===== config.mk =====
export PLATFORM = sky130hd
export DESIGN_NAME = utf8_validating_decoder_top
export DESIGN_NICKNAME = d
export VERILOG_FILES = /design/src/hw/rtl/utf8d_pkg.sv /design/src/hw/rtl/utf8d_front.sv /design/src/hw/rtl/utf8d_queue.sv /design/src/hw/rtl/utf8d_back.sv /design/src/hw/rtl/utf8_validating_decoder_top.sv
export SDC_FILE = /design/constraint.sdc
export NUM_CORES = 1
export LEC_CHECK = 0
export BUFFER_PORTS_ARGS = -buffer_cell sky130_fd_sc_hd__buf_2
export CAP_MARGIN = 10
export CORE_MARGIN = 2
export CORE_UTILIZATION = 59
export CTS_CLUSTER_SIZE = 16
export DETAILED_ROUTE_END_ITERATION = 6
export PLACE_DENSITY_LB_ADDON = 0.2
export REMOVE_ABC_BUFFERS = 1
export SYNTH_ARGS = -nofsm -noshare
export SYNTH_HDL_FRONTEND = slang
export SYNTH_SLANG_ARGS = --single-unit

===== constraint.sdc =====
create_clock -name clk_i -period 3.5 [get_ports clk_i]
set_input_delay 0.525 -clock clk_i [delete_from_list [all_inputs] [get_ports clk_i]]
set_output_delay 0.525 -clock clk_i [all_outputs]
set_load 0.01 [all_outputs]

===== src/hw/rtl/utf8d_pkg.sv =====
// ----------------------------------------------------------------------------
// utf8d_pkg
// Shared types and constants of the UTF-8 validating decoder.
// ----------------------------------------------------------------------------
package utf8d_pkg;

  localparam int unsigned CpW    = 21;
  localparam int unsigned QDepth = 4;
  localparam int unsigned QPtrW  = $clog2(QDepth);
  localparam int unsigned QCntW  = $clog2(QDepth + 1);

  localparam logic [7:0] ByteCont     = 8'h80;
  localparam logic [7:0] ByteContLast = 8'hBF;
  localparam logic [7:0] ByteLeadMin  = 8'hC2;
  localparam logic [7:0] ByteLead2Max = 8'hDF;
  localparam logic [7:0] ByteLead3Min = 8'hE0;
  localparam logic [7:0] ByteLead3Max = 8'hEF;
  localparam logic [7:0] ByteLead4Min = 8'hF0;
  localparam logic [7:0] ByteLeadMax  = 8'hF4;

  localparam logic [CpW-1:0] SurrLo = CpW'(32'hD800);
  localparam logic [CpW-1:0] SurrHi = CpW'(32'hDFFF);
  // first value that no longer fits a two- or three-byte sequence
  localparam logic [CpW-1:0] Lim2   = CpW'(32'd1 << (5 + 6));
  localparam logic [CpW-1:0] Lim3   = CpW'(32'd1 << (4 + 6 + 6));
  localparam logic [CpW-1:0] CpMax  = CpW'(32'h13FFFF);

  typedef enum logic [2:0] {
    CLS_ASCII,
    CLS_CONT,
    CLS_LEAD2,
    CLS_LEAD3,
    CLS_LEAD4,
    CLS_BAD
  } utf8d_cls_e;

  typedef struct packed {
    logic [7:0] data;
    logic       eob;
    logic       start;
    utf8d_cls_e cls;
  } utf8d_word_t;

  typedef struct packed {
    logic full;
    logic empty;
  } utf8d_qstat_t;

  typedef struct packed {
    logic [CpW-1:0] cp;
    logic           err;
  } utf8d_res_t;

endpackage


===== src/hw/rtl/utf8d_front.sv =====
// ----------------------------------------------------------------------------
// utf8d_front
// Input stage: accepts a byte, classifies it and registers the word.
// ----------------------------------------------------------------------------
module utf8d_front import utf8d_pkg::*; (
  input  logic        clk_i,
  input  logic        rst_ni,
  input  logic        in_valid_i,
  output logic        in_stall_o,
  input  logic [7:0]  in_byte_i,
  input  logic        end_of_buffer_i,
  input  logic        q_full_i,
  output logic        push_valid_o,
  output utf8d_word_t push_word_o
);

  logic        valid_q, valid_d;
  utf8d_word_t word_q;
  utf8d_word_t word_d;
  utf8d_cls_e  cls;

  always_comb begin
    case (in_byte_i) inside
      [8'h00:8'h7F]:                 cls = CLS_ASCII;
      [ByteCont:ByteContLast]:       cls = CLS_CONT;
      [ByteLeadMin:ByteLead2Max]:    cls = CLS_LEAD2;
      [ByteLead3Min:ByteLead3Max]:   cls = CLS_LEAD3;
      [ByteLead4Min:ByteLeadMax]:    cls = CLS_LEAD4;
      default:                       cls = CLS_BAD;
    endcase
  end

  always_comb begin
    word_d.data  = in_byte_i;
    word_d.eob   = end_of_buffer_i;
    word_d.cls   = cls;
    // 0x80 ends a skip run even though it is no valid lead
    word_d.start = (cls != CLS_CONT && cls != CLS_BAD) || (in_byte_i == ByteCont);
  end

  // hold the word while the queue is full
  assign in_stall_o = valid_q && q_full_i;
  assign valid_d    = in_stall_o ? valid_q : in_valid_i;

  always_ff @(posedge clk_i or negedge rst_ni) begin
    if (!rst_ni) begin
      valid_q <= 1'b0;
    end else begin
      valid_q <= valid_d;
    end
  end

  always_ff @(posedge clk_i) begin
    if (in_valid_i && !in_stall_o) begin
      word_q <= word_d;
    end
  end

  assign push_valid_o = valid_q;
  assign push_word_o  = word_q;

endmodule


===== src/hw/rtl/utf8d_queue.sv =====
// ----------------------------------------------------------------------------
// utf8d_queue
// Short FIFO of classified words between the front and back parts.
// ----------------------------------------------------------------------------
module utf8d_queue import utf8d_pkg::*; (
  input  logic         clk_i,
  input  logic         rst_ni,
  input  logic         push_valid_i,
  input  utf8d_word_t  push_word_i,
  input  logic         pop_i,
  output utf8d_word_t  word_o,
  output utf8d_qstat_t stat_o
);

  utf8d_word_t      mem_q [QDepth];
  logic [QPtrW-1:0] wr_ptr_q, rd_ptr_q;
  logic [QCntW-1:0] cnt_q;
  logic             push, pop;

  assign stat_o.full  = (cnt_q == QCntW'(QDepth));
  assign stat_o.empty = (cnt_q == '0);
  assign push = push_valid_i && !stat_o.full;
  assign pop  = pop_i && !stat_o.empty;

  always_ff @(posedge clk_i or negedge rst_ni) begin
    if (!rst_ni) begin
      wr_ptr_q <= '0;
      rd_ptr_q <= '0;
      cnt_q    <= '0;
    end else begin
      if (push) begin
        wr_ptr_q <= wr_ptr_q + QPtrW'(1);
      end
      if (pop) begin
        rd_ptr_q <= rd_ptr_q + QPtrW'(1);
      end
      if (push && !pop) begin
        cnt_q <= cnt_q + QCntW'(1);
      end else if (pop && !push) begin
        cnt_q <= cnt_q - QCntW'(1);
      end
    end
  end

  always_ff @(posedge clk_i) begin
    if (push) begin
      mem_q[wr_ptr_q] <= push_word_i;
    end
  end

  assign word_o = mem_q[rd_ptr_q];

endmodule


===== src/hw/rtl/utf8d_back.sv =====
// ----------------------------------------------------------------------------
// utf8d_back
// Decode stage: keeps sequence state, builds results, drives the output.
// ----------------------------------------------------------------------------
module utf8d_back import utf8d_pkg::*; (
  input  logic             clk_i,
  input  logic             rst_ni,
  input  logic             word_valid_i,
  input  utf8d_word_t      word_i,
  output logic             pop_o,
  output logic             out_valid_o,
  input  logic             out_stall_i,
  output logic [CpW-1:0]   code_point_o,
  output logic             is_error_o,
  output logic             last_of_run_o
);

  typedef struct packed {
    logic           emit;
    utf8d_res_t     res;
    logic [1:0]     bl;
    logic [2:0]     len;
    logic [CpW-1:0] pv;
    logic           skip_set;
  } utf8d_sc_t;

  function automatic utf8d_sc_t start_char(utf8d_word_t w);
    utf8d_sc_t s;
    s = '0;
    case (w.cls)
      CLS_ASCII: begin
        s.emit   = 1'b1;
        s.res.cp = CpW'(w.data);
      end
      CLS_LEAD2: begin
        s.pv  = CpW'(w.data & 8'h1F);
        s.len = 3'd2;
        s.bl  = 2'd1;
      end
      CLS_LEAD3: begin
        s.pv  = CpW'(w.data & 8'h0F);
        s.len = 3'd3;
        s.bl  = 2'd2;
      end
      CLS_LEAD4: begin
        s.pv  = CpW'(w.data & 8'h07);
        s.len = 3'd4;
        s.bl  = 2'd3;
      end
      default: begin
        s.emit     = 1'b1;
        s.res.err  = 1'b1;
        s.skip_set = 1'b1;
      end
    endcase
    // a lead byte at the end of the buffer is a truncated sequence
    if (w.eob && (w.cls == CLS_LEAD2 || w.cls == CLS_LEAD3 || w.cls == CLS_LEAD4)) begin
      s.emit    = 1'b1;
      s.res.err = 1'b1;
    end
    return s;
  endfunction

  function automatic utf8d_res_t finish(logic [CpW-1:0] v, logic [2:0] len);
    utf8d_res_t r;
    logic [2:0] need;
    if (v < Lim2) begin
      need = 3'd2;
    end else if (v < Lim3) begin
      need = 3'd3;
    end else begin
      need = 3'd4;
    end
    r.err = (v >= SurrLo && v <= SurrHi) || (len != need);
    r.cp  = r.err ? '0 : v;
    return r;
  endfunction

  logic [1:0]     bl_q, bl_d;
  logic [2:0]     len_q, len_d;
  logic [CpW-1:0] pv_q, pv_d;
  logic           skip_q, skip_d;
  logic           phase_q, phase_d;
  logic           out_valid_q, out_valid_d;
  utf8d_res_t     out_res_q;
  logic           out_last_q;

  utf8d_sc_t      sc;
  utf8d_res_t     res0, res1;
  logic [1:0]     cnt;
  logic [CpW-1:0] pv_ext;
  logic           load_ok;

  // one byte step: results and the state it leaves
  always_comb begin
    sc     = start_char(word_i);
    res0   = '0;
    res1   = '0;
    cnt    = 2'd0;
    bl_d   = bl_q;
    len_d  = len_q;
    pv_d   = pv_q;
    skip_d = skip_q;
    pv_ext = {pv_q[CpW-7:0], word_i.data[5:0]};
    if (bl_q != 2'd0) begin
      if (word_i.cls == CLS_CONT) begin
        bl_d = bl_q - 2'd1;
        pv_d = pv_ext;
        if (bl_d == 2'd0) begin
          cnt   = 2'd1;
          res0  = finish(pv_ext, len_q);
          len_d = '0;
          pv_d  = '0;
        end else if (word_i.eob) begin
          cnt      = 2'd1;
          res0.err = 1'b1;
        end
      end else begin
        // bad continuation: flag it, then retry the byte as a lead
        res0.err = 1'b1;
        cnt      = {1'b0, sc.emit} + 2'd1;
        res1     = sc.res;
        bl_d     = sc.bl;
        len_d    = sc.len;
        pv_d     = sc.pv;
        skip_d   = skip_q | sc.skip_set;
      end
    end else if (!(skip_q && !word_i.start)) begin
      cnt    = {1'b0, sc.emit};
      res0   = sc.res;
      bl_d   = sc.bl;
      len_d  = sc.len;
      pv_d   = sc.pv;
      skip_d = sc.skip_set;
    end
    if (word_i.eob) begin
      bl_d   = '0;
      len_d  = '0;
      pv_d   = '0;
      skip_d = 1'b0;
    end
  end

  assign load_ok = !out_valid_q || !out_stall_i;

  always_comb begin
    pop_o       = word_valid_i && ((cnt == 2'd0) ||
                  (load_ok && ((cnt == 2'd1) || phase_q)));
    out_valid_d = load_ok ? (word_valid_i && cnt != 2'd0) : out_valid_q;
    phase_d     = phase_q;
    if (pop_o) begin
      phase_d = 1'b0;
    end else if (word_valid_i && load_ok && cnt == 2'd2) begin
      phase_d = 1'b1;
    end
  end

  always_ff @(posedge clk_i or negedge rst_ni) begin
    if (!rst_ni) begin
      bl_q        <= '0;
      len_q       <= '0;
      pv_q        <= '0;
      skip_q      <= 1'b0;
      phase_q     <= 1'b0;
      out_valid_q <= 1'b0;
    end else begin
      // advance the sequence state only when the word leaves the queue
      if (pop_o) begin
        bl_q   <= bl_d;
        len_q  <= len_d;
        pv_q   <= pv_d;
        skip_q <= skip_d;
      end
      phase_q     <= phase_d;
      out_valid_q <= out_valid_d;
    end
  end

  always_ff @(posedge clk_i) begin
    if (load_ok && word_valid_i && cnt != 2'd0) begin
      out_res_q  <= phase_q ? res1 : res0;
      out_last_q <= (cnt == 2'd1) || phase_q;
    end
  end

  assign out_valid_o   = out_valid_q;
  assign code_point_o  = out_res_q.cp;
  assign is_error_o    = out_res_q.err;
  assign last_of_run_o = out_last_q;

endmodule


===== src/hw/rtl/utf8_validating_decoder_top.sv =====
// ----------------------------------------------------------------------------
// utf8_validating_decoder_top
// UTF-8 validating decoder: bytes in, code points or error marks out.
// ----------------------------------------------------------------------------
// Takes one byte per cycle while in_stall_o is low and returns zero, one
// or two results per byte, each with code_point_o, is_error_o and
// last_of_run_o (set on the last result of a byte). A byte passes an input
// register, a four-word queue and the decode stage with its output register.
// The decode stage emits one result per cycle while out_stall_i is low: a
// byte that gives two results (a bad continuation followed by another
// result) stays at the head of the queue until both have been loaded. The
// queue absorbs these waits and short output stalls, so input keeps flowing
// at one byte per cycle while it has room.
module utf8_validating_decoder_top import utf8d_pkg::*; (
  input  logic           clk_i,
  input  logic           rst_ni,
  input  logic           in_valid_i,
  output logic           in_stall_o,
  input  logic [7:0]     in_byte_i,
  input  logic           end_of_buffer_i,
  output logic           out_valid_o,
  input  logic           out_stall_i,
  output logic [CpW-1:0] code_point_o,
  output logic           is_error_o,
  output logic           last_of_run_o
);

  logic         push_valid;
  utf8d_word_t  push_word;
  utf8d_word_t  q_word;
  utf8d_qstat_t q_stat;
  logic         pop;

  utf8d_front u_front (
    .clk_i           (clk_i),
    .rst_ni          (rst_ni),
    .in_valid_i      (in_valid_i),
    .in_stall_o      (in_stall_o),
    .in_byte_i       (in_byte_i),
    .end_of_buffer_i (end_of_buffer_i),
    .q_full_i        (q_stat.full),
    .push_valid_o    (push_valid),
    .push_word_o     (push_word)
  );

  utf8d_queue u_queue (
    .clk_i        (clk_i),
    .rst_ni       (rst_ni),
    .push_valid_i (push_valid),
    .push_word_i  (push_word),
    .pop_i        (pop),
    .word_o       (q_word),
    .stat_o       (q_stat)
  );

  utf8d_back u_back (
    .clk_i         (clk_i),
    .rst_ni        (rst_ni),
    .word_valid_i  (!q_stat.empty),
    .word_i        (q_word),
    .pop_o         (pop),
    .out_valid_o   (out_valid_o),
    .out_stall_i   (out_stall_i),
    .code_point_o  (code_point_o),
    .is_error_o    (is_error_o),
    .last_of_run_o (last_of_run_o)
  );

`ifndef NO_ASSERTIONS
  a_err_zero: assert property (@(posedge clk_i) disable iff (!rst_ni)
    out_valid_o && is_error_o |-> code_point_o == '0)
    else $error("error result carries a nonzero code point");

  a_cp_range: assert property (@(posedge clk_i) disable iff (!rst_ni)
    out_valid_o && !is_error_o |-> code_point_o <= CpMax)
    else $error("code point above decoder range");

  a_pair_follows: assert property (@(posedge clk_i) disable iff (!rst_ni)
    out_valid_o && !last_of_run_o && !out_stall_i |=> out_valid_o)
    else $error("second result of a byte did not follow at once");

  a_queue_stat: assert property (@(posedge clk_i) disable iff (!rst_ni)
    !(q_stat.full && q_stat.empty))
    else $error("queue reports full and empty together");

  a_no_pop_empty: assert property (@(posedge clk_i) disable iff (!rst_ni)
    pop |-> !q_stat.empty)
    else $error("decode stage pops an empty queue");
`endif

endmodule

=== Yosys cells after proc, flatten, opt, wreduce, memory -nomap -nowiden ===
Memories as Yosys holds them, arrays and structs flattened.
Cells that the tools add are included.
Widths: inputs -> output; s select.

* Bits in registers: 67
* Bits in writable memories: 52
* Output and inout bits: 25
* Word-level logic and storage cells: 158
* Memories kept: 1

{| class="wikitable"
|+ Memory list
! name !! depth !! bits a word !! rd ports !! clocked after memory_dff !! wr ports !! RTL line !! source
|-
| u_queue.mem_q || 4 || 13 || 1 || 0 || 1 || utf8d_queue.sv:15 || <nowiki>utf8d_word_t mem_q [QDepth];</nowiki>
|}

* Add/subtract/negate cells: 6
* Order comparisons: 14
* Equality and inequality tests: 14
* Muxes and demuxes: 56
* Bitwise operators: 1
* Reductions and logical operators: 49

{| class="wikitable"
|+ Operators by type and width
! kind !! count
|-
| $pmux 26 s3 || 1
|-
| $mux 15 || 5
|-
| $mux 22 || 3
|-
| $mux 21 || 3
|-
| $mux 3 || 16
|-
| $ge 8x8->1 const B || 4
|-
| $le 8x8->1 const B || 4
|-
| $ge 21x16->1 const B || 1
|-
| $le 21x16->1 const B || 1
|-
| $logic_and 1x1->1 || 21
|-
| $lt 21x12->1 const B || 1
|-
| $lt 21x17->1 const B || 1
|-
| $mux 1 || 18
|-
| $mux 9 || 2
|-
| $mux 2 || 7
|-
| $eq 8x8->1 const B || 1
|-
| $ge 8x1->1 const B || 1
|-
| $le 8x7->1 const B || 1
|-
| $logic_not 1->1 || 8
|-
| $mux 8 || 1
|-
| $reduce_bool 2->1 || 4
|-
| $logic_or 1x1->1 || 7
|-
| $eq 3x2->1 const B || 2
|-
| $eq 3x3->1 const B || 2
|-
| 20 further kinds || 25
|}

=== Depth between registers and ports, before layout ===
Gate-level depths: netlist (run 1).
An unclocked memory read counts as a cell.

* Word-level depth: 18
* Depth in mapped cells: 12
* Depth with buffers taken out: 11

=== Modules after synthesis ===
A second synthesis (run 1) with hierarchy kept.

* Cell total of the unflattened synthesis: 335
* Area total of the unflattened synthesis: 5,201.2 µm²

{| class="wikitable"
|+ By module, submodules not included
! module !! instances !! cells an instance !! area an instance (µm²)
|-
| utf8d_back || 1 || 199 || 2,348.5
|-
| utf8d_queue || 1 || 104 || 2,311.0
|-
| utf8d_front || 1 || 31 || 538.0
|-
| utf8_validating_decoder_top || 1 || 1 || 3.8
|}

=== Worst setup path after synthesis (run 1) ===
Ideal clock, no wire load.

* Kind: reg-to-reg
* From: reg u_queue.rd_ptr_q[0]
* To: reg u_queue.cnt_q[2]
* Arrival time: 2.947 ns
* Required time: 3.375 ns
* Slack: 0.428 ns
* Cell stages (with the launch flop): 13
* Clock period less this slack: 3.072 ns
* Cells stage by stage: dfrtp_1 > buf_6 > mux4_2 > or3b_1 > buf_2 > o32a_1 > and3_4 > a2bb2oi_2 > ha_1 > fa_1 > xnor2_1 > nor2_1 > xor2_1

* Word-level cells in the longest chain between the ends: 18
* Elaborated cells between the ends (all ways): 31

{| class="wikitable"
|+ RTL lines
! element !! RTL line !! source
|-
| from (decl) || utf8d_queue.sv:16 || <nowiki>logic [QPtrW-1:0] wr_ptr_q, rd_ptr_q;</nowiki>
|-
| from (signal assigned) || utf8d_queue.sv:35 || <nowiki>rd_ptr_q <= rd_ptr_q + QPtrW'(1);</nowiki>
|-
| $mem_v2 4x13 * || -- ||
|-
| branches (longest 7 deep; another with $add 1x1->2) || -- ||
|-
| $mux 2 * || utf8d_back.sv:105 || <nowiki>if (bl_q != 2'd0) begin</nowiki>
|-
| $eq 2x1->1 || utf8d_back.sv:148 || <nowiki>(load_ok && ((cnt == 2'd1) || phase_q)));</nowiki>
|-
| $logic_or 1x1->1 || utf8d_back.sv:148 ||
|-
| $logic_and 1x1->1 || utf8d_back.sv:148 ||
|-
| $logic_or 1x1->1 * || utf8d_back.sv:147 || <nowiki>pop_o = word_valid_i && ((cnt == 2'd0) ||</nowiki>
|-
| $logic_and 1x1->1 * || utf8d_back.sv:147 ||
|-
| $logic_and 1x1->1 * || utf8d_queue.sv:23 || <nowiki>assign pop = pop_i && !stat_o.empty;</nowiki>
|-
| $logic_not 1->1 || utf8d_queue.sv:37 || <nowiki>if (push && !pop) begin</nowiki>
|-
| $logic_and 1x1->1 || utf8d_queue.sv:37 ||
|-
| $mux 3 / $reduce_bool 2->1 (equally long branches) || -- ||
|-
| to (signal assigned) || utf8d_queue.sv:38 || <nowiki>cnt_q <= cnt_q + QCntW'(1);</nowiki>
|-
| to (signal assigned) || utf8d_queue.sv:40 || <nowiki>cnt_q <= cnt_q - QCntW'(1);</nowiki>
|-
| to (decl) || utf8d_queue.sv:17 || <nowiki>logic [QCntW-1:0] cnt_q;</nowiki>
|}

Every way passes the cells marked *.
A chain may end at the register's enable or synchronous reset.

=== Worst setup path in the final report (run 1) ===
Same ends and word-level chain as after synthesis.

==> summary.txt, run 1 <==
Relative slew slack: 0.527
Post-route setup slack: 0.284 ns
Sink Count: 119
Final Instance Area: 5960 µm²
Yosys reg bits: 119
Final min period: 3.22 ns
R2R depth: 10
Top-area cell type share of the netlist area: 0.527
CTS tree: built
Top-count cell post-synth: edfxtp_1
Routed Wire Length: 8830 µm
Synth warnings: 0
GR Overflow Total: 0
Final Hold Vio Count: 0
Die width: 96.2 µm
DR WL/cell: 17.6 µm
Synth cell count leaders: edfxtp_1 (88), dfrtp_1 (31), and2_1 (18), nor2_1 (17), a22o_1 (16)
HP Class: input pin to asynchronous set/reset pin
Worst-Skew Late Latency: 0.51 ns
Slew @ Worst Pin: 0.709 ns
Critical Path Source Type: flip-flop
Fin. max-slew vios: 0
Crit path kind: flip-flop to flip-flop
Leak: 2.37 nW
Crit. Startpoint: u_queue.rd_ptr_q[0]
Vias in the first global route: 2789
Sequential-to-total area share from yosys stat: 0.682
Worst clock skew: 0.00971 ns
CTS buffer count: 17
Element type at the critical path end: flip-flop
Setup-failing EPs final: 0
DP Worst Slack: 0.245 ns
Dpl hpwl: 5520 µm
Primary FF master, synth: edfxtp_1
Largest net degree at the start of global routing: 32
First-pass GRT wire length: 14000 µm
Initial antenna violation count: 0
Vias: 2938
CP arrival: 3.65 ns
Synthesized area: 5010 µm²
Area of the core: 8220 µm²
H-tree lvl count: 4
Asr flop ratio synth: 0.261
Mapped Cells: 329
Clock root cell: clkbuf_8
Top cells by area, synth: edfxtp_1 (53%), dfrtp_1 (15%), mux4_2 (5.8%), a22o_1 (2.8%), and2_1 (2.2%)
FF-to-FF Start: u_queue.rd_ptr_q[0]
Yosys top cell by area: edfxtp_1
Final ANT Viol Nets: 0
Fmax: 0.311 GHz
Ant. Diodes: 0
Clock slew at reported path FFs: 0.06 ns
Critical Path RT: 3.94 ns
Crit-path max FO: 10
Layout cells sized above 1: 0.261
Area delta synth->final: 18.9%
Initial DRT Pass Iterations: 4
Final period utilization: 0.919
Initial DRC count: 146
Outcome: completed
Vias/cell: 5.84
I/O pins: 38
Starting density of the core: 0.610
Post-DP Area: 5340 µm²
Total track usage: 0.212
Max VDD drop: 0.513 mV
Max_cap viols: 0
IO Port Bufs: 37
Nets: 406
Clock Path Buffers: 2
DRC violations left: 0
DIE AREA: 9250 µm²
P per Cell Area: 985 nW/µm²
Syn Area/Cell: 15.2 µm²
Routability Congestion: 0.851
RSZ-0062 raised after global routing: false
Post-synth EDFFs: 88
Netlist cell types: 49
Die H: 96.2 µm
Pwr Total: 5.88 mW
Num rows: 33
## through the flow
step                setup TNS, ns   util  instances  hold WS (ns)
floorplan                   -2.44      -        317         0.229
global placement                0  0.649        468         0.469
detailed placement              0  0.649        468         0.485
CTS                             0  0.723        500        0.0718
global route                    0  0.726        503         0.102
finish                          0  0.726        503        0.0556
## placed cells by master (no fill, tap or decap), types with 3 or more instances in the layout
| master | synthesis | final |
|---|---|---|
| a211o_1 | 3 | 3 |
| dfrtp_1 | 31 | 31 |
| a22o_1 | 16 | 16 |
| and3_1 | 4 | 4 |
| o21ai_0 | 14 | 14 |
| o21a_1 | 3 | 3 |
| clkbuf_16 | 0 | 16 |
| a21oi_1 | 10 | 10 |
| nand2b_1 | 7 | 7 |
| bufinv_16 | 0 | 3 |
| nor3_1 | 6 | 6 |
| nand2_1 | 11 | 11 |
| o31ai_1 | 3 | 3 |
| inv_1 | 7 | 7 |
| buf_2 | 4 | 37 |
| or4_1 | 3 | 3 |
| xnor2_1 | 5 | 5 |
| edfxtp_1 | 88 | 88 |
| nand3b_1 | 4 | 4 |
| buf_4 | 0 | 12 |
| mux4_2 | 13 | 13 |
| and2_1 | 18 | 18 |
| inv_6 | 0 | 4 |
| nor2_1 | 17 | 16 |
| a21o_1 | 4 | 4 |
| ha_1 | 7 | 7 |
| clkinv_4 | 0 | 3 |
| nor2b_1 | 10 | 10 |
## report_power, final
| group | total [mW] | switching (mW) | internal (mW) | leakage [nW] |
|---|---|---|---|---|
| sequential | 2.20 | 0.178 | 2.02 | 1.24 |
| combinational | 1.94 | 1.12 | 0.812 | 0.824 |
| clock | 1.74 | 0.643 | 1.10 | 0.297 |
## layer usage
layer,global-route usage,part of all wire
met5,0,0
met4,0.0679,0.0084
met3,0.0697,0.047
met2,0.352,0.51
met1,0.263,0.43
## cell families (layout without fill, tap and decap cells)
kind of cell    after synthesis  count (layout)  synth area share
flops                       119             119             0.682
simple gates                 95              95             0.108
compound gates               63              63            0.0911
buf+inv                      20              89            0.0190
mux                          17              17            0.0669
fa+ha+maj                     8               8            0.0215
xor+xnor                      7               7            0.0122
## path summary, 6_finish.rpt
check	endpoint	slack (ns)
max reg2reg	u_queue.cnt_q[2]	0.28
max in group asynchronous	u_back.pv_q[1]	2.97
min reg2reg	u_queue.mem_q[1][6]	0.49
min	u_back.len_q[2]	0.06
max	u_queue.cnt_q[2]	0.28
min in group clk_i	u_front.push_word_o[4]	0.19
## final cells by class
| cell class | instances | area [µm²] |
|---|---|---|
| Inverter | 8 | 30.0 |
| Sequential cell | 119 | 3420 |
| Tap cell | 105 | 131 |
| Clock buffer | 17 | 414 |
| Clock inverter | 15 | 191 |
| Fill cell | 509 | 2250 |
| Multi-Input combinational cell | 190 | 1500 |
| Timing Repair Buffer | 49 | 275 |
## worst max-delay path, cell delays in order, from the launching register on
cell and delay, ns:
dfrtp_1 0.44, mux4_2 0.65, or3b_1 0.49, a21oi_1 0.19, a211o_1 0.22, a2bb2oi_2 0.13
ha_1 0.24, fa_1 0.38, xnor2_1 0.13, nor2_1 0.11, xor2_1 0.15
## flip-flops by register name, summed over array words and instances, names as in the netlist
register	cells
u_front.push_valid_o	1
u_queue.wr_ptr_q	2
u_back.pv_q	15
u_back.code_point_o	21
u_back.skip_q	1
u_queue.rd_ptr_q	2
u_back.last_of_run_o	1
u_front.push_word_o	13
u_queue.mem_q	52
u_back.is_error_o	1
u_back.bl_q	2
u_queue.cnt_q	3
u_back.phase_q	1
u_back.len_q	3
u_back.out_valid_o	1
## what timing repair did
| action | 4_1_cts | 5_1_grt |
|---|---|---|
| setup buffers | 0 | 3 |
| gates resized for setup | 0 | 0 |
| hold buffers | 0 | 0 |
| setup endpoints to repair | 0 | 1 |
Note: power is estimated with default switching activity, not from simulation.
==> run 2, diff against run 1 <==
BUFFER_PORTS_ARGS = unset   (was -buffer_cell sky130_fd_sc_hd__buf_2)
CORE_UTILIZATION = 60   (was 59)
DONT_BUFFER_PORTS = 1   (was unset)
==> summary.txt, run 2 (synthesis results as in run 1) <==
Multi-input logic area: 1500 µm² (unchanged)
DR WL/cell: 18.1 µm (was 17.6 µm)
Total track usage: 0.214 (was 0.212)
Nets: 369 (was 406)
Critical Path Source Type: flip-flop (unchanged)
First-pass GRT wire length: 14200 µm (was 14000 µm)
Largest regs: u_queue.mem_q (52), u_back.code_point_o (21), u_back.pv_q (15) (unchanged)
Routed Wire Length: 8420 µm (was 8830 µm)
Final ANT Viol Nets: 0 (unchanged)
P per Cell Area: 970 nW/µm² (was 985 nW/µm²)
Commonest non-fill, non-tap cell in the layout: edfxtp_1 (unchanged)
H-tree lvl count: 4 (unchanged)
Final Instance Area: 5740 µm² (was 5960 µm²)
Die H: 95.4 µm (was 96.2 µm)
Register area: 3420 µm² (unchanged)
Num rows: 33 (unchanged)
FILL cells: 513 (was 509)
Fmax: 0.307 GHz (was 0.311 GHz)
Largest net degree at the start of global routing: 32 (unchanged)
Crit path kind: flip-flop to flip-flop (unchanged)
I/O pins: 38 (unchanged)
Clock Path Buffers: 2 (unchanged)
Vias in the first global route: 2733 (was 2789)
GR Overflow Total: 0 (unchanged)
Register name with the most flops: u_queue.mem_q (unchanged)
Number of flip-flops in the largest register: 52 (unchanged)
Leak: 2.18 nW (was 2.37 nW)
FF-to-FF Start: u_queue.rd_ptr_q[0] (unchanged)
Relative slew slack: 0.552 (was 0.527)
Final period utilization: 0.931 (was 0.919)
Starting density of the core: 0.613 (was 0.610)
Element type at the critical path end: flip-flop (unchanged)
Fin. max-slew vios: 0 (unchanged)
Crit-path max FO: 10 (unchanged)
Vias/cell: 5.86 (was 5.84)
Pwr Total: 5.57 mW (was 5.88 mW)
Outcome: completed (unchanged)
Clock slew at reported path FFs: 0.06 ns (about the same)
Routability Congestion: 0.852 (was 0.851)
Placed insts: 432 (was 468)
CP arrival: 3.66 ns (was 3.65 ns)
DRC violations left: 0 (unchanged)
CTS buffer count: 17 (unchanged)
Clock root cell: clkbuf_8 (unchanged)
Crit. Startpoint: u_queue.rd_ptr_q[0] (unchanged)
Final min period: 3.26 ns (was 3.22 ns)
Max_cap viols: 0 (unchanged)
Final Hold Vio Count: 0 (unchanged)
Post-DP Area: 5160 µm² (was 5340 µm²)
Ant. Diodes: 0 (unchanged)
Vias: 2730 (was 2938)
Initial DRC count: 144 (was 146)
Most frequent cells in the layout: edfxtp_1 (88), dfrtp_1 (31), and2_1 (18) (was edfxtp_1 (88), buf_2 (37), dfrtp_1 (31), and2_1 (18))
Worst clock skew: 0.0171 ns (was 0.00971 ns)
Initial DRT Pass Iterations: 4 (unchanged)
Critical Path RT: 3.90 ns (was 3.94 ns)
HP Class: input pin to flip-flop (was input pin to asynchronous set/reset pin)
Max VDD drop: 0.605 mV (was 0.513 mV)
Setup-failing EPs final: 0 (unchanged)
Sink Count: 119 (unchanged)
Die width: 95.4 µm (was 96.2 µm)
Initial antenna violation count: 0 (unchanged)
Slew @ Worst Pin: 0.672 ns (was 0.709 ns)
Final Non-Filler Cells: 466 (was 503)
CTS tree: built (unchanged)
HP Start: end_of_buffer_i
Area delta synth->final: 14.5% (was 18.9%)
Worst-Skew Late Latency: 0.52 ns (was 0.51 ns)
IO Port Bufs: 0 (was 37)
Dpl hpwl: 5710 µm (was 5520 µm)
RSZ-0062 raised after global routing: false (unchanged)
Layout cells sized above 1: 0.180 (was 0.261)
DIE AREA: 9100 µm² (was 9250 µm²)
Area of the core: 8180 µm² (was 8220 µm²)
==> run 2: cell types whose count changed in the layout (fill, tap and decap cells not counted), sizes merged <==
cell and delta:
bufinv -2, buf -38, clkinvlp +1, clkbuf +2, dlygate4sd3 +1, inv -3
clkinv +2
==> run 2: report_power, final <==
group          switching, mW  internal [mW]  leakage [nW]  total, mW
clock                  0.619          0.964         0.269       1.58
combinational          0.987          0.707         0.672       1.69
sequential             0.265           2.03          1.24       2.29
==> run 2: layout make-up <==
class                   count  area share
multi-input cells         190       0.262
clock buffers              19      0.0752
flip-flops and latches    119       0.595
clock inverters            13      0.0211
inverters                   8     0.00523
repair buffers             12      0.0183
well taps                 105      0.0229
==> run 2: metrics by stage <==
step / setup TNS, ns / worst slack, ns / hold WS [ns] / util
6_report: 0 / 0.243 / 0.107 / 0.702
5_1_grt: 0 / 0.0445 / 0.0871 / 0.702
4_1_cts: 0 / 0.213 / 0.0879 / 0.702
3_5_place_dp: 0 / 0.234 / 0.230 / 0.631
3_3_place_gp: 0 / 0.325 / 0.230 / 0.631
2_1_floorplan: -2.44 / -0.106 / 0.229 / -
==> run 2: final timing paths <==
check / endpoint / slack, ns / cells after the start
max in group asynchronous: u_queue.rd_ptr_q[0] / 2.86 / 2
setup reg to reg: u_queue.cnt_q[2] / 0.24 / 10
min in group asynchronous: u_back.len_q[1] / 0.45 / 2
hold reg to reg: u_queue.mem_q[2][5] / 0.49 / 0
setup / recovery: u_queue.cnt_q[2] / 0.24 / 10
hold / removal: u_front.push_word_o[4] / 0.11 / 0
==> run 2: repair_timing <==
| action | in CTS | in global routing |
|---|---|---|
| hold endpoints to repair | 31 | 0 |
| setup endpoints to repair | 0 | 0 |
| setup buffers | 0 | 0 |
| resized for setup | 0 | 0 |
| hold buffers | 2 | 0 |
==> run 2: layer usage <==
metal | part of all wire | GRT usage
met1 | 0.45 | 0.288
met2 | 0.50 | 0.336
met3 | 0.039 | 0.0545
met4 | 0.017 | 0.0905
met5 | 0 | 0
==> run 2: critical path, cell delays in order (launching register included) <==
cell	delay [ns]
dfrtp_1	0.48
mux4_2	0.65
or3b_1	0.47
o32a_1	0.23
and3_4	0.17
a2bb2oi_2	0.17
ha_1	0.24
fa_1	0.39
xnor2_1	0.15
nor2_1	0.06
xor2_1	0.13
==> run 3, diff against run 2 <==
==> constraint.sdc (replaced) <==
create_clock -name clk_i -period 3.5 [get_ports clk_i]
set_input_delay 0.175 -clock clk_i [delete_from_list [all_inputs] [get_ports clk_i]]
set_output_delay 0.175 -clock clk_i [all_outputs]
set_load 0.01 [all_outputs]
==> summary.txt, run 3 (synthesis results as in run 1) <==
Slowest cell on crit path: mux4_2 (unchanged)
Initial DRT Pass Iterations: 4 (unchanged)
Final ANT Viol Nets: 0 (unchanged)
Post-route setup slack: 0.232 ns (was 0.243 ns)
Worst-Skew Late Latency: 0.51 ns (was 0.52 ns)
Clock root cell: clkbuf_8 (unchanged)
Critical Path RT: 3.90 ns (about the same)
Element type at the critical path end: flip-flop (unchanged)
HP Class: input pin to flip-flop (unchanged)
Sink Count: 119 (unchanged)
Final min period: 3.27 ns (was 3.26 ns)
Worst hold path depth: 3 (was 0)
DP Worst Slack: 0.234 ns (unchanged)
Critical Path Source Type: flip-flop (unchanged)
R2R depth: 10 (unchanged)
Largest regs: u_queue.mem_q (52), u_back.code_point_o (21), u_back.pv_q (15) (unchanged)
Postcts setup bufs: 0 (unchanged)
Buf/Inv on CP: 0 (unchanged)
First-pass GRT wire length: 14400 µm (was 14200 µm)
Final Hold Vio Count: 0 (unchanged)
RSZ-0062 raised after global routing: false (unchanged)
DIE AREA: 9100 µm² (unchanged)
Max VDD drop: 0.606 mV (was 0.605 mV)
Relative slew slack: 0.547 (was 0.552)
Largest net degree at the start of global routing: 32 (unchanged)
Initial antenna violation count: 0 (unchanged)
Layout cells sized above 1: 0.175 (was 0.180)
P per Cell Area: 954 nW/µm² (was 970 nW/µm²)
Nets: 380 (was 369)
Crit path kind: flip-flop to flip-flop (unchanged)
IO Port Bufs: 0 (unchanged)
Cts repair resizes: 0 (unchanged)
Die width: 95.4 µm (unchanged)
Routed Wire Length: 8580 µm (was 8420 µm)
Ant. Diodes: 0 (unchanged)
GR Overflow Total: 0 (unchanged)
Most frequent cells in the layout: edfxtp_1 (88), dfrtp_1 (31), and2_1 (18) (unchanged)
CP arrival: 3.67 ns (was 3.66 ns)
Worst clock skew: 0.00850 ns (was 0.0171 ns)
Clock Path Buffers: 2 (unchanged)
H-tree lvl count: 4 (unchanged)
Leak: 2.23 nW (was 2.18 nW)
Area of the core: 8180 µm² (unchanged)
Dpl hpwl: 5710 µm (unchanged)
Initial DRC count: 146 (was 144)
CTS buffer count: 17 (unchanged)
I/O pins: 38 (unchanged)
Number of flip-flops in the largest register: 52 (unchanged)
Critical Path Max Stage Delay: 0.66 ns (was 0.65 ns)
Starting density of the core: 0.613 (unchanged)
Num rows: 33 (unchanged)
Vias: 2786 (was 2730)
Outcome: completed (unchanged)
Total track usage: 0.217 (was 0.214)
Number of cells on the critical path: 10 (unchanged)
Hold_ws: 0.0254 ns (was 0.107 ns)
Setup-failing EPs final: 0 (unchanged)
Max_cap viols: 0 (unchanged)
DR WL/cell: 18.0 µm (was 18.1 µm)
Slew @ Worst Pin: 0.680 ns (was 0.672 ns)
Clock slew at reported path FFs: 0.06 ns (about the same)
Fin. max-slew vios: 0 (unchanged)
Die H: 95.4 µm (unchanged)
Vias in the first global route: 2777 (was 2733)
Top delay family on crit path: simple AND/OR/NAND/NOR gates (unchanged)
Register name with the most flops: u_queue.mem_q (unchanged)
Final period utilization: 0.934 (was 0.931)
CTS tree: built (unchanged)
Routability Congestion: 0.852 (unchanged)
Worst-path cell chain: mux4_2 -> or3b_1 -> o32a_1 -> and3_4 -> a2bb2oi_2 -> ha_1 -> fa_1 -> xnor2_1 -> nor2_1 -> xor2_1 (unchanged)
Area delta synth->final: 16.7% (was 14.5%)
Vias/cell: 5.84 (was 5.86)
DRC violations left: 0 (unchanged)
Crit-path max FO: 10 (unchanged)
Fmax: 0.306 GHz (was 0.307 GHz)
Commonest non-fill, non-tap cell in the layout: edfxtp_1 (unchanged)
# hold bufs at CTS: 13 (was 2)
==> run 3: per-stage QoR <==
stage	util	TNS [ns]	std cells	instance area, µm²	power, mW
floorplan	-	-2.44	317	4950	3.52
global placement	0.631	0	432	5160	3.97
detailed placement	0.631	0	432	5160	4.02
CTS	0.716	0	477	5850	5.63
global route	0.716	0	477	5850	5.93
finish	0.716	0	477	5850	5.58
==> run 3: path summary, 6_finish.rpt <==
check	from	endpoint	slack [ns]
max	u_queue.rd_ptr_q[0]	u_queue.cnt_q[2]	0.23
min	in_byte_i[5]	u_front.push_word_o[2]	0.03
max reg2reg	u_queue.rd_ptr_q[0]	u_queue.cnt_q[2]	0.23
min reg2reg	u_front.push_word_o[8]	u_queue.mem_q[1][8]	0.49
max in group asynchronous	rst_ni	u_queue.rd_ptr_q[0]	3.22
min in group asynchronous	rst_ni	u_back.len_q[1]	0.10
==> run 3: worst min-delay path: stages <==
cell and delay, ns:
nor2_1 0.08, a21oi_1 0.07, nor2_1 0.09
==> run 3: layout make-up <==
cell class	instances	area (µm²)
Tap cell	105	131
Multi-Input combinational cell	190	1500
Clock buffer	19	432
Fill cell	508	2320
Clock inverter	13	121
Inverter	8	30.0
Sequential cell	119	3420
Timing Repair Buffer	23	215
==> run 3: power by group <==
group	switching, mW	internal (mW)	total (mW)
clock network	0.617	0.964	1.58
registers	0.265	2.03	2.29
logic	0.993	0.715	1.71
total	1.87	3.71	5.58
==> run 3: routing by layer <==
layer  vias up  track usage  part of all wire  routed length, µm
li1       1326            -                 -                  -
met1      1377        0.288              0.44               3750
met2        71        0.346              0.51               4400
met3        12       0.0545             0.034                290
met4         0       0.0905             0.016                139
met5         -            0                 0                  0
